**src/hdl/gpd_pkg.sv**
```systemverilog
// gpd_pkg: shared constants and types of the gaze projection deadband block
// no dependencies; imported by gpd_ctrl, gpd_dp and gaze_projection_deadband

package gpd_pkg;

  localparam int DIR_W   = 16;  // direction component width, signed Q1.15
  localparam int GAZE_W  = 16;  // projected position width, signed Q4.12
  localparam int TAN_W   = 16;  // tangent register width, unsigned Q4.12
  localparam int THR_W   = 15;  // deadband register width
  localparam int CFG_W   = 16;  // configuration write data width
  localparam int CFG_IDX_W = 2;

  localparam int Q_SHIFT = 23;               // numerator scaling
  localparam int Q_BITS  = 17;               // quotient bits produced by the divider
  localparam int CNT_W   = $clog2(Q_BITS);
  localparam int MAG_W   = DIR_W + 1;        // magnitude of a component, up to 32768
  localparam int DEN_W   = MAG_W + TAN_W;    // |z| * tan
  localparam int REM_W   = MAG_W + Q_SHIFT;  // |n| << 23
  localparam int DSH_W   = DEN_W + Q_BITS - 1;

  // register indexes of the configuration port
  localparam logic [CFG_IDX_W-1:0] REG_TAN_H = 2'd0;
  localparam logic [CFG_IDX_W-1:0] REG_TAN_V = 2'd1;
  localparam logic [CFG_IDX_W-1:0] REG_THR   = 2'd2;

  localparam logic [TAN_W-1:0] TAN_H_RST = 16'd4096;
  localparam logic [TAN_W-1:0] TAN_V_RST = 16'd4096;
  localparam logic [THR_W-1:0] THR_RST   = 15'd205;

  localparam logic [0:0] AXIS_H = 1'b0;
  localparam logic [0:0] AXIS_V = 1'b1;

  // commands from the controller to the datapath
  typedef struct packed {
    logic       load;    // capture the input transaction
    logic       mul;     // form |z|*tan and the numerator of the current axis
    logic       chk;     // range check ahead of the quotient bits
    logic       step;    // one restoring division step
    logic       fin;     // saturate and store the axis result
    logic       commit;  // deadband update and output register load
    logic [0:0] axis;
  } gpd_cmd_t;

endpackage

```
**src/hdl/gaze_projection_deadband.sv**
```systemverilog
// gaze_projection_deadband: top level with configuration registers and checks
// depends on gpd_pkg, gpd_ctrl and gpd_dp

// Projects a gaze direction (signed Q1.15 x, y, z) onto a normalized screen
// position in signed Q4.12: gaze_x = -(x/z)/tan_h/2, gaze_y = (y/z)/tan_v/2,
// truncated toward zero and clamped to the 16-bit range, then passes it through
// a joint two-axis deadband against the last held position. Each input transaction
// yields exactly one output transaction carrying the held position after the
// update, a changed flag and a saturated flag (z zero, tangent zero or clamp).
// Both axes share one multiplier and one restoring divider that produces one
// quotient bit per cycle; each axis runs through multiply, range check, 17
// quotient bits and finish, and the commit follows once the output register
// is free. The result waits in an output register, so a new transaction is
// accepted once the previous one has been handed to that register, from the
// cycle after that commit on. Configuration registers are written through
// cfg_we/cfg_index/cfg_wdata; the user must write them only while the block is
// idle, as the block itself does not enforce this; writes to an index beyond
// the register list are dropped.

module gaze_projection_deadband
  import gpd_pkg::*;
(
  input  logic                        clk,
  input  logic                        rst_n,
  // configuration port
  input  logic                        cfg_we,
  input  logic [CFG_IDX_W-1:0]        cfg_index,
  input  logic [CFG_W-1:0]            cfg_wdata,
  // input channel
  input  logic                        in_valid,
  output logic                        in_ready,
  input  logic signed [DIR_W-1:0]     in_dir_x,
  input  logic signed [DIR_W-1:0]     in_dir_y,
  input  logic signed [DIR_W-1:0]     in_dir_z,
  // result channel
  output logic                        out_valid,
  input  logic                        out_ready,
  output logic signed [GAZE_W-1:0]    out_gaze_x,
  output logic signed [GAZE_W-1:0]    out_gaze_y,
  output logic                        out_changed,
  output logic                        out_saturated
);

  // configuration registers
  logic [TAN_W-1:0] tan_h_r;
  logic [TAN_W-1:0] tan_v_r;
  logic [THR_W-1:0] thr_r;

  always_ff @(posedge clk) begin
    if (!rst_n) begin
      tan_h_r <= TAN_H_RST;
      tan_v_r <= TAN_V_RST;
      thr_r   <= THR_RST;
    end else if (cfg_we) begin
      case (cfg_index)
        REG_TAN_H: tan_h_r <= cfg_wdata[TAN_W-1:0];
        REG_TAN_V: tan_v_r <= cfg_wdata[TAN_W-1:0];
        REG_THR:   thr_r   <= cfg_wdata[THR_W-1:0];
        default:   ;  // unmapped index, write dropped
      endcase
    end
  end

  // controller and datapath
  gpd_cmd_t cmd;
  logic     out_busy;

  gpd_ctrl u_ctrl (
    .clk      (clk),
    .rst_n    (rst_n),
    .in_valid (in_valid),
    .in_ready (in_ready),
    .out_busy (out_busy),
    .cmd      (cmd)
  );

  gpd_dp u_dp (
    .clk           (clk),
    .rst_n         (rst_n),
    .cmd           (cmd),
    .out_busy      (out_busy),
    .in_dir_x      (in_dir_x),
    .in_dir_y      (in_dir_y),
    .in_dir_z      (in_dir_z),
    .tan_h         (tan_h_r),
    .tan_v         (tan_v_r),
    .thr           (thr_r),
    .out_valid     (out_valid),
    .out_ready     (out_ready),
    .out_gaze_x    (out_gaze_x),
    .out_gaze_y    (out_gaze_y),
    .out_changed   (out_changed),
    .out_saturated (out_saturated)
  );

  // an accepted transaction keeps the sequencer busy on the next cycle
  a_busy_after_accept: assert property (@(posedge clk) disable iff (!rst_n)
    in_valid && in_ready |=> !in_ready)
    else $error("input accepted again right after a transaction");

  // a result is only committed when the output register is free
  a_commit_free: assert property (@(posedge clk) disable iff (!rst_n)
    cmd.commit |-> !(out_valid && !out_ready))
    else $error("result committed over a pending output transaction");

  // a commit always presents a result on the next cycle
  a_commit_valid: assert property (@(posedge clk) disable iff (!rst_n)
    cmd.commit |=> out_valid)
    else $error("committed result not presented");

  // the sequencer never loads and commits in the same cycle
  a_load_commit: assert property (@(posedge clk) disable iff (!rst_n)
    !(cmd.load && cmd.commit))
    else $error("load and commit overlap");

endmodule

```
**src/hdl/gpd_ctrl.sv**
```systemverilog
// gpd_ctrl: sequencer for the two projections and the deadband update
// depends on gpd_pkg; drives gpd_dp through gpd_cmd_t

module gpd_ctrl
  import gpd_pkg::*;
(
  input  logic     clk,
  input  logic     rst_n,
  input  logic     in_valid,
  output logic     in_ready,
  input  logic     out_busy,
  output gpd_cmd_t cmd
);

  typedef enum logic [2:0] {
    S_IDLE,
    S_MUL,
    S_CHK,
    S_DIV,
    S_FIN,
    S_DONE
  } state_t;

  state_t             state_r, state_nxt;
  logic [CNT_W-1:0]   cnt_r, cnt_nxt;
  logic [0:0]         axis_r, axis_nxt;

  always_comb begin
    state_nxt = state_r;
    cnt_nxt   = cnt_r;
    axis_nxt  = axis_r;
    cmd       = '0;
    cmd.axis  = axis_r;
    case (state_r)
      S_IDLE: begin
        if (in_valid) begin
          cmd.load  = 1'b1;
          axis_nxt  = AXIS_H;
          state_nxt = S_MUL;
        end
      end
      S_MUL: begin
        cmd.mul   = 1'b1;
        state_nxt = S_CHK;
      end
      S_CHK: begin
        cmd.chk   = 1'b1;
        cnt_nxt   = '0;
        state_nxt = S_DIV;
      end
      S_DIV: begin
        cmd.step = 1'b1;
        cnt_nxt  = cnt_r + 1'b1;
        if (cnt_r == CNT_W'(Q_BITS - 1)) begin
          state_nxt = S_FIN;
        end
      end
      S_FIN: begin
        cmd.fin = 1'b1;
        if (axis_r == AXIS_H) begin
          axis_nxt  = AXIS_V;
          state_nxt = S_MUL;
        end else begin
          state_nxt = S_DONE;
        end
      end
      S_DONE: begin
        if (!out_busy) begin
          cmd.commit = 1'b1;
          state_nxt  = S_IDLE;
        end
      end
      default: begin
        state_nxt = S_IDLE;
      end
    endcase
  end

  assign in_ready = (state_r == S_IDLE);

  always_ff @(posedge clk) begin
    if (!rst_n) begin
      state_r <= S_IDLE;
      cnt_r   <= '0;
      axis_r  <= AXIS_H;
    end else begin
      state_r <= state_nxt;
      cnt_r   <= cnt_nxt;
      axis_r  <= axis_nxt;
    end
  end

endmodule

```
**src/hdl/gpd_dp.sv**
```systemverilog
// gpd_dp: datapath with multiplier, shared restoring divider, deadband and output register
// depends on gpd_pkg; commanded by gpd_ctrl

module gpd_dp
  import gpd_pkg::*;
(
  input  logic                     clk,
  input  logic                     rst_n,
  input  gpd_cmd_t                 cmd,
  output logic                     out_busy,
  input  logic signed [DIR_W-1:0]  in_dir_x,
  input  logic signed [DIR_W-1:0]  in_dir_y,
  input  logic signed [DIR_W-1:0]  in_dir_z,
  input  logic [TAN_W-1:0]         tan_h,
  input  logic [TAN_W-1:0]         tan_v,
  input  logic [THR_W-1:0]         thr,
  output logic                     out_valid,
  input  logic                     out_ready,
  output logic signed [GAZE_W-1:0] out_gaze_x,
  output logic signed [GAZE_W-1:0] out_gaze_y,
  output logic                     out_changed,
  output logic                     out_saturated
);

  localparam logic signed [GAZE_W-1:0] POS_MAX = {1'b0, {(GAZE_W-1){1'b1}}};
  localparam logic signed [GAZE_W-1:0] NEG_MAX = {1'b1, {(GAZE_W-1){1'b0}}};

  logic signed [DIR_W-1:0]  x_r, y_r, z_r;
  logic [DEN_W-1:0]         den_r;
  logic [REM_W-1:0]         rem_r;
  logic [DSH_W-1:0]         dsh_r;
  logic [Q_BITS-1:0]        q_r;
  logic                     ovf_r, neg_r, npos_r, nneg_r;
  logic signed [GAZE_W-1:0] nx_r, ny_r;
  logic                     sat_r;
  logic signed [GAZE_W-1:0] held_x_r, held_y_r;
  logic                     out_valid_r, out_changed_r, out_saturated_r;
  logic signed [GAZE_W-1:0] out_gaze_x_r, out_gaze_y_r;

  // numerator and denominator of the current axis
  logic signed [DIR_W:0] n_s, z_s;
  logic [DIR_W:0]        n_mag17, z_mag17;
  logic [TAN_W-1:0]      tan_sel;
  logic                  z_neg;
  logic [DSH_W-1:0]      rem_ext;
  logic                  fit;

  always_comb begin
    if (cmd.axis == AXIS_H) begin
      n_s     = -{x_r[DIR_W-1], x_r};
      tan_sel = tan_h;
    end else begin
      n_s     = {y_r[DIR_W-1], y_r};
      tan_sel = tan_v;
    end
    z_s     = {z_r[DIR_W-1], z_r};
    z_neg   = z_r[DIR_W-1];
    n_mag17 = n_s[DIR_W] ? -n_s : n_s;
    z_mag17 = z_neg ? -z_s : z_s;
    rem_ext = DSH_W'(rem_r);
    fit     = (rem_ext >= dsh_r);
  end

  // saturation of the finished quotient
  logic                     den_zero;
  logic signed [GAZE_W-1:0] axis_val;
  logic                     axis_sat;

  always_comb begin
    den_zero = (den_r == '0);
    axis_sat = 1'b0;
    if (den_zero) begin
      axis_sat = 1'b1;
      if (npos_r)      axis_val = POS_MAX;
      else if (nneg_r) axis_val = NEG_MAX;
      else             axis_val = '0;
    end else if (neg_r) begin
      if (ovf_r || q_r > Q_BITS'(32768)) begin
        axis_sat = 1'b1;
        axis_val = NEG_MAX;
      end else begin
        axis_val = GAZE_W'(0) - q_r[GAZE_W-1:0];
      end
    end else begin
      if (ovf_r || q_r > Q_BITS'(32767)) begin
        axis_sat = 1'b1;
        axis_val = POS_MAX;
      end else begin
        axis_val = q_r[GAZE_W-1:0];
      end
    end
  end

  // deadband check against the held position
  logic signed [GAZE_W:0] dx, dy;
  logic [GAZE_W:0]        adx, ady;
  logic                   keep;

  always_comb begin
    dx   = {held_x_r[GAZE_W-1], held_x_r} - {nx_r[GAZE_W-1], nx_r};
    dy   = {held_y_r[GAZE_W-1], held_y_r} - {ny_r[GAZE_W-1], ny_r};
    adx  = dx[GAZE_W] ? -dx : dx;
    ady  = dy[GAZE_W] ? -dy : dy;
    keep = (adx <= (GAZE_W+1)'(thr)) && (ady <= (GAZE_W+1)'(thr));
  end

  // payload registers
  always_ff @(posedge clk) begin
    if (cmd.load) begin
      x_r   <= in_dir_x;
      y_r   <= in_dir_y;
      z_r   <= in_dir_z;
      sat_r <= 1'b0;
    end
    if (cmd.mul) begin
      den_r  <= DEN_W'(z_mag17 * tan_sel);
      rem_r  <= {n_mag17, {Q_SHIFT{1'b0}}};
      neg_r  <= n_s[DIR_W] ^ z_neg;
      npos_r <= !n_s[DIR_W] && (n_s != '0);
      nneg_r <= n_s[DIR_W];
    end
    if (cmd.chk) begin
      ovf_r <= ({{(Q_BITS-(REM_W-DEN_W)){1'b0}}, rem_r} >= {den_r, {Q_BITS{1'b0}}});
      dsh_r <= {den_r, {(Q_BITS-1){1'b0}}};
      q_r   <= '0;
    end
    if (cmd.step) begin
      if (fit) begin
        rem_r <= REM_W'(rem_ext - dsh_r);
      end
      q_r   <= {q_r[Q_BITS-2:0], fit};
      dsh_r <= dsh_r >> 1;
    end
    if (cmd.fin) begin
      if (cmd.axis == AXIS_H) nx_r <= axis_val;
      else                    ny_r <= axis_val;
      sat_r <= sat_r | axis_sat;
    end
    if (cmd.commit) begin
      out_gaze_x_r    <= keep ? held_x_r : nx_r;
      out_gaze_y_r    <= keep ? held_y_r : ny_r;
      out_changed_r   <= !keep;
      out_saturated_r <= sat_r;
    end
  end

  // control state: held position and output valid
  always_ff @(posedge clk) begin
    if (!rst_n) begin
      held_x_r    <= '0;
      held_y_r    <= '0;
      out_valid_r <= 1'b0;
    end else begin
      if (cmd.commit) begin
        if (!keep) begin
          held_x_r <= nx_r;
          held_y_r <= ny_r;
        end
        out_valid_r <= 1'b1;
      end else if (out_ready) begin
        out_valid_r <= 1'b0;
      end
    end
  end

  assign out_busy      = out_valid_r && !out_ready;
  assign out_valid     = out_valid_r;
  assign out_gaze_x    = out_gaze_x_r;
  assign out_gaze_y    = out_gaze_y_r;
  assign out_changed   = out_changed_r;
  assign out_saturated = out_saturated_r;

endmodule

```
**config.mk**
```make
export PLATFORM = sky130hd
export DESIGN_NAME = gaze_projection_deadband
export DESIGN_NICKNAME = d
export VERILOG_FILES = /design/src/hdl/gpd_pkg.sv /design/src/hdl/gaze_projection_deadband.sv /design/src/hdl/gpd_ctrl.sv /design/src/hdl/gpd_dp.sv
export SDC_FILE = /design/constraint.sdc
export NUM_CORES = 1
export LEC_CHECK = 0
export BUFFER_PORTS_ARGS = -buffer_cell sky130_fd_sc_hd__buf_4
export CORE_MARGIN = 5
export CORE_UTILIZATION = 56
export CTS_CLUSTER_DIAMETER = 60
export DETAILED_ROUTE_END_ITERATION = 16
export PLACE_DENSITY = 0.82
export SETUP_SLACK_MARGIN = 0.2
export SLEW_MARGIN = 10
export SYNTH_ARGS = -nofsm -noshare
export SYNTH_HDL_FRONTEND = slang
export SYNTH_SLANG_ARGS = --single-unit
export TNS_END_PERCENT = 50
```
**constraint.sdc**
```tcl
create_clock -name clk -period 9.94 [get_ports clk]
set_input_delay 1.988 -clock clk [delete_from_list [all_inputs] [get_ports clk]]
set_output_delay 1.988 -clock clk [all_outputs]
set_load 0.01 [all_outputs]
```
==> qor.csv, run 1 <==
metric,value,unit
grt total ovfl,0,
post-synthesis adder-cell area fraction,0.248,
RSZ-0062 raised after global routing,false,
Multi-input gate area,18100,µm²
"Hold Vio Cnt, Final",0,
htree depth,2,
clk_skew,0.0441,ns
fraction of the mapped netlist area in compound gates,0.128,
num rows,83,
critical path's slowest cell,a2111oi_0,
Detail Route Antenna Nets,0,
"worst slack, placed",0.964,ns
post-synthesis simple-gate area fraction,0.162,
final worst slack,0.813,ns
TritonCTS Buffers,41,
PwrDens,206,nW/µm²
area added between synthesis and finish,9.77,%
leading area contributor after synthesis,edfxtp_1,
initial DRC count,2081,
Remaining DRCs,0,
Nets,3733,
CP Launch Type,flip-flop,
"top cells by area, synth","edfxtp_1, fa_1, ha_1, dfxtp_1, nand2_1",
largest net degree at the start of global routing,86,
Post-synth EDFFs,217,
WS Path Type,flip-flop to flip-flop,
final core occ,0.620,
cts hold-fix bufs,0,
multiplexer area fraction after synthesis,0.0342,
total track usage,0.246,
Crit Path Max Fanout,8,
synthesized instance count,3127,
fill count,4155,
hold path cells,2,
period utilization,0.918,
routed vias,22800,
"Clk pin slew, worst setup/hold paths",0.06,ns
Fmax,110,MHz
Fin Setup TNS,0,ns
layout cells sized above 1,0.0866,
design area,31900,µm²
Crit path top cell by count,fa_1,
Synth Area in XOR/XNOR,0.0482,
CP max stage delay,0.71,ns
Synth top area share,0.224,
max-cap violations,0,
maximum VDD drop,186,µV
static leakage,0.0139,µW
first-pass GRT wire length,114,mm
Core Region,51400,µm²
Ys Warns,0,
clock buffer depth,3,
Crit. End Element,flip-flop,
Syn Std Cell Area,29100,µm²
Sequential Area,9120,µm²
total die area,56500,µm²
GPL Wtd Cong,0.978,
initial core utilization,0.565,
Mean Syn Cell Area,9.29,µm²
outcome,completed,
post-layout min period,9.13,ns
clk sinks,347,
ys flop type,edfxtp_1,
Max Slew Vio Count,0,
number of I/O pins,107,
post-DP HPWL,53.2,mm
Slew @ Worst Pin,1.19,ns
largest family of logic cells by synthesized area,adder cells,
Worst Path Arrival,9.44,ns
DP Area,30500,µm²
vias per inst,5.82,
post-synthesis cell type count,96,
Skew-Pair Late Insertion Delay,0.58,ns
Die W,238,µm
CTS tree,done,
Clock Tree Root,clkbuf_16,
# diodes,0,
Hold Path Class,flip-flop to flip-flop,
"Setup violations, final",0,
Design Power,6580,µW
postcts setup bufs,0,
Routed WL,70.5,mm
Buffers on Ports,106,
die height,238,µm
sequential cell area fraction in the yosys report,0.314,
worst relative slew slack,0.200,
vias in the first global route,22600,
R2R depth,26,
post-CTS resize count,0,
WL/cell,18.0,µm
drt pass-1 iters,7,
#FFs+latches synth,347,
async set-reset flop share out of synthesis,0,
critical path required time,10.26,ns
initial antenna violation count,0,
-- logic make-up after synthesis --
family / count (synthesis)
other: 2
AO/OA/AOI/OAI: 564
buffers and inverters: 487
adder cells (fa/ha/maj): 450
AND/OR/NAND/NOR: 1024
multiplexers: 94
flip-flops: 347
XOR/XNOR: 159
-- per-layer routing --
metal / global-route usage / vias to the layer above / wire length [µm]
met4: 0.0910 / 0 / 2900
met2: 0.418 / 899 / 34300
met1: 0.316 / 11000 / 28000
met5: 0 / - / 0
met3: 0.0444 / 217 / 5270
li1: - / 10700 / -
-- path summary, 6_finish.rpt --
kind                    startpoint          endpoint  slack, ns
hold reg to reg   u_dp.held_y_r[0]  u_dp.held_y_r[0]       0.46
hold / removal    u_dp.held_y_r[0]  u_dp.held_y_r[0]       0.46
setup reg to reg       u_dp.z_r[5]    u_dp.den_r[30]       0.81
setup / recovery       u_dp.z_r[5]    u_dp.den_r[30]       0.81
-- cell usage in the layout, fill, tap and decap left out, drive strengths merged, types with 21 or more instances in the layout --
master / instances
a31oi: 30
mux2i: 51
o21a: 24
o21ai: 169
and3: 21
nand2b: 34
o211ai: 21
dfxtp: 130
nor2: 238
mux2: 43
nand3: 51
nor4: 22
o31ai: 30
a21o: 51
ha: 239
fa: 211
xnor2: 92
nand2: 470
nor3: 22
a21boi: 51
buf: 134
clkbuf: 55
nor2b: 32
edfxtp: 217
nand4: 30
xor2: 67
a21oi: 105
inv: 384
-- cell usage after synthesis (24+ instances only) --
| master | n |
|---|---|
| a21oi_1 | 103 |
| nand4_1 | 30 |
| fa_1 | 211 |
| edfxtp_1 | 217 |
| nand2_1 | 470 |
| a31oi_1 | 29 |
| a21o_1 | 51 |
| o21a_1 | 24 |
| clkbuf_1 | 81 |
| nor2_1 | 238 |
| mux2_2 | 43 |
| nand3_1 | 51 |
| xnor2_1 | 92 |
| mux2i_1 | 51 |
| o21ai_0 | 154 |
| nand2b_1 | 34 |
| nor2b_1 | 32 |
| inv_1 | 379 |
| a21boi_0 | 48 |
| xor2_1 | 66 |
| o31ai_1 | 29 |
| ha_1 | 239 |
| dfxtp_1 | 130 |
-- sequential cells by signal, indices dropped and copies added (netlist names), 3 cells and up --
signal           count
u_dp.dsh_r          49
u_dp.rem_r          40
u_dp.den_r          33
u_dp.q_r            17
tan_h_r             16
tan_v_r             16
u_dp.held_x_r       16
u_dp.held_y_r       16
u_dp.nx_r           16
u_dp.ny_r           16
u_dp.out_gaze_x     16
u_dp.out_gaze_y     16
u_dp.x_r            16
u_dp.y_r            16
u_dp.z_r            16
thr_r               15
u_ctrl.cnt_r         5
u_ctrl.state_r       3
-- power by group --
part           switching, µW  leakage [µW]  total (µW)  internal [µW]
combinational           1780        0.0102        2960           1180
sequential               184       0.00307        2070           1880
clock                    623      0.000673        1560            934
total                   2590        0.0139        6580           3990
-- worst max-delay path, delay by kind of cell (launching register included) --
family / cells / cell delay [ns]
flip-flops: 1 / 0.44
adder cells (fa/ha/maj): 7 / 3.55
buffers and inverters: 4 / 0.21
AO/OA/AOI/OAI: 8 / 2.60
AND/OR/NAND/NOR: 5 / 1.44
XOR/XNOR: 2 / 0.65
-- area by class of cell --
cell class / instances / area share
Clock buffer: 55 / 0.0351
Clock inverter: 20 / 0.00879
Inverter: 381 / 0.0448
Multi-Input combinational cell: 2307 / 0.567
Sequential cell: 347 / 0.286
Tap cell: 680 / 0.0267
Timing Repair Buffer: 134 / 0.0315
-- metrics by stage --
stage / instances / hold slack (ns)
final: 3924 / 0.462
after global placement: 3849 / 0.438
after global routing: 3924 / 0.475
after detailed placement: 3849 / 0.446
after CTS: 3924 / 0.459
after floorplan: 3141 / 0.426
No activity file was read; power rests on OpenSTA's default activity.
==> run 2, diff against run 1 <==
--- a/config.mk
+++ b/config.mk
@@ -11,7 +11,9 @@
 export CTS_CLUSTER_DIAMETER = 60
 export DETAILED_ROUTE_END_ITERATION = 16
 export PLACE_DENSITY = 0.82
+export RECOVER_POWER = 25
 export SETUP_SLACK_MARGIN = 0.2
+export SKIP_LAST_GASP = 1
 export SLEW_MARGIN = 10
 export SYNTH_ARGS = -nofsm -noshare
 export SYNTH_HDL_FRONTEND = slang
==> run 2 against run 1 <==
Compared with the run above:
- critical path type unchanged
- cell area fell by 0.14%
- critical endpoint unchanged
- core utilization decreased by 0.088 points
- register-to-register slack about the same
- the run now ends with max-capacitance violations, max-slew violations left
- combinational power about the same
- die area unchanged
- sequential share of layout area hardly changed
- clock-buffer cell count stayed put
- fmax decreased by 0.13%
- routed wire length barely moved
- largest power group unchanged
- global-route usage did not move
==> qor.csv, run 2 (synthesized netlist as in run 1, its figures left out) <==
metric,value,unit,change
total die area,56500,µm²,unchanged
GPL Wtd Cong,0.978,,unchanged
post-CTS resize count,0,,unchanged
Crit. End Element,flip-flop,,
PwrDens,207,nW/µm²,+0.19%
post-layout min period,9.14,ns,+0.0116 ns
CP max stage delay,1.40,ns,+0.69 ns
total track usage,0.246,,unchanged
Skew-Pair Late Insertion Delay,0.58,ns,about the same
routed vias,22800,,-0.070%
CP Depth,22,,-15%
"most common cell after layout, fill and taps aside",nand2_1,,
max-cap violations,3,,+3
Hold Path Class,flip-flop to flip-flop,,
DP Area,30500,µm²,unchanged
area added between synthesis and finish,9.62,%,
clk_skew,0.0421,ns,-0.00202 ns
Fin Setup TNS,0,ns,unchanged
post-DP HPWL,53.2,mm,unchanged
WL/cell,18.0,µm,about the same
initial DRC count,2028,,-2.5%
Max Slew Vio Count,178,,+178
Sequential Area,9120,µm²,unchanged
most frequent cells in the layout,"nand2_1, inv_1, ha_1",,
Nets,3733,,unchanged
"worst slack, placed",0.964,ns,unchanged
postcts setup bufs,0,,unchanged
cts hold-fix bufs,0,,unchanged
Setup crit end,u_dp.den_r[30],,
Buffers on Ports,106,,unchanged
outcome,"finished, violations left",,
clk sinks,347,,unchanged
Largest regs,"u_dp.dsh_r x49, u_dp.rem_r x40, u_dp.den_r x33",,
static leakage,0.0138,µW,-0.43%
initial antenna violation count,0,,unchanged
Worst Path Arrival,9.46,ns,+0.02 ns
R2R depth,22,,-15%
largest net degree at the start of global routing,86,,unchanged
max reg flops,49,,unchanged
"Clk pin slew, worst setup/hold paths",0.06,ns,about the same
critical path required time,10.26,ns,about the same
critical hold path startpoint,u_dp.held_y_r[0],,
R2R Path End,u_dp.den_r[30],,
CP Launch Type,flip-flop,,
Core Region,51400,µm²,unchanged
WS Path Type,flip-flop to flip-flop,,
maximum VDD drop,186,µV,+0.25%
Crit path top cell by count,fa_1,,
# diodes,0,,unchanged
die height,238,µm,unchanged
initial core utilization,0.565,,unchanged
Die W,238,µm,unchanged
num rows,83,,unchanged
worst relative slew slack,-1.93,,-2.13
grt total ovfl,0,,unchanged
design area,31900,µm²,-0.14%
drt pass-1 iters,6,,-1
Slew @ Worst Pin,4.39,ns,+3.20 ns
critical path's slowest cell,clkbuf_1,,
vias per inst,5.81,,about the same
buffers and inverters on the worst path,4,,unchanged
crit-path cells,clkbuf_1 -> mux2_2 -> nand2_1 -> fa_1 -> fa_1 -> inv_1 -> fa_1 -> fa_1 -> fa_1 -> inv_1 -> fa_1 -> inv_1 -> ha_1 -> a21oi_1 -> nand4_1 -> a2111oi_0 -> o31ai_1 -> o21ai_0 -> o21ai_0 -> a21o_1 -> a21oi_1 -> xnor2_1,,
Crit Path Max Fanout,36,,+28
clock buffer depth,3,,unchanged
Reg2Reg Launch Point,u_ctrl.axis_r,,
worst setup path start,u_ctrl.axis_r,,
Fmax,109,MHz,-0.13%
R2R Setup Slk,0.80,ns,about the same
Largest Register,u_dp.dsh_r,,
period utilization,0.919,,+0.00116
Remaining DRCs,0,,unchanged
TritonCTS Buffers,41,,unchanged
Clock Tree Root,clkbuf_16,,
Multi-input gate area,18100,µm²,unchanged
first-pass GRT wire length,114,mm,unchanged
failing checks,"max-capacitance violations, max-slew violations",,
layout cells sized above 1,0.0826,,-0.00401
fill count,4173,,+0.43%
RSZ-0062 raised after global routing,false,,
"Setup violations, final",0,,unchanged
"delay-heaviest family, CP",adder cells,,
final worst slack,0.802,ns,-0.0116 ns
CTS tree,done,,
Detail Route Antenna Nets,0,,unchanged
number of I/O pins,107,,unchanged
Routed WL,70.5,mm,about the same
"Hold Vio Cnt, Final",0,,unchanged
htree depth,2,,unchanged
vias in the first global route,22600,,unchanged
## run 2: cell types whose count changed in the layout (fill, tap and decap cells not counted)
cell      delta
and2_0       +1
and2_1       -1
buf_4       -53
clkbuf_1    +12
clkbuf_4    +41
clkinv_1     +1
inv_2        -1
## run 2: metal layers
metal  vias up  part of all wire  track usage
met5         -                 0            0
met1     11000              0.40        0.316
met3       199             0.077       0.0444
met4         0             0.041       0.0910
li1      10800                 -            -
met2       858              0.49        0.418
## run 2: tightest hold or removal path: stages (launching register included)
cell and delay [ns]:
dfxtp_1 0.31, nand2_1 0.05, mux2i_1 0.05
## run 2: worst min path at each step
stage,endpoint,cells after the start
floorplan,u_dp.out_saturated,0
global placement,u_dp.out_saturated,0
detailed placement,u_dp.out_saturated,0
CTS,u_dp.held_y_r[0],2
global route,u_dp.out_saturated,0
finish,u_dp.held_y_r[0],2
## run 2: where the power goes
group	internal, µW	switching (µW)
clock network	934	624
registers	1890	184
logic	1170	1780
total	4000	2590
## run 2: stage by stage
| stage | utilization | hold slack, ns | power [µW] | cells |
|---|---|---|---|---|
| 6_report | 0.620 | 0.458 | 6590 | 3924 |
| 5_1_grt | 0.620 | 0.475 | 7050 | 3924 |
| 4_1_cts | 0.620 | 0.459 | 6590 | 3924 |
| 3_5_place_dp | 0.593 | 0.446 | 4990 | 3849 |
| 3_3_place_gp | 0.593 | 0.438 | 4900 | 3849 |
| 2_1_floorplan | - | 0.426 | 4220 | 3141 |
## run 2: cell type report
type / count / area share
timing repair buffer: 134 / 0.0302
clock buffer: 55 / 0.0352
tap: 680 / 0.0267
sequential: 347 / 0.286
clock inverter: 20 / 0.00880
inverter: 381 / 0.0449
multi-input combinational: 2307 / 0.568
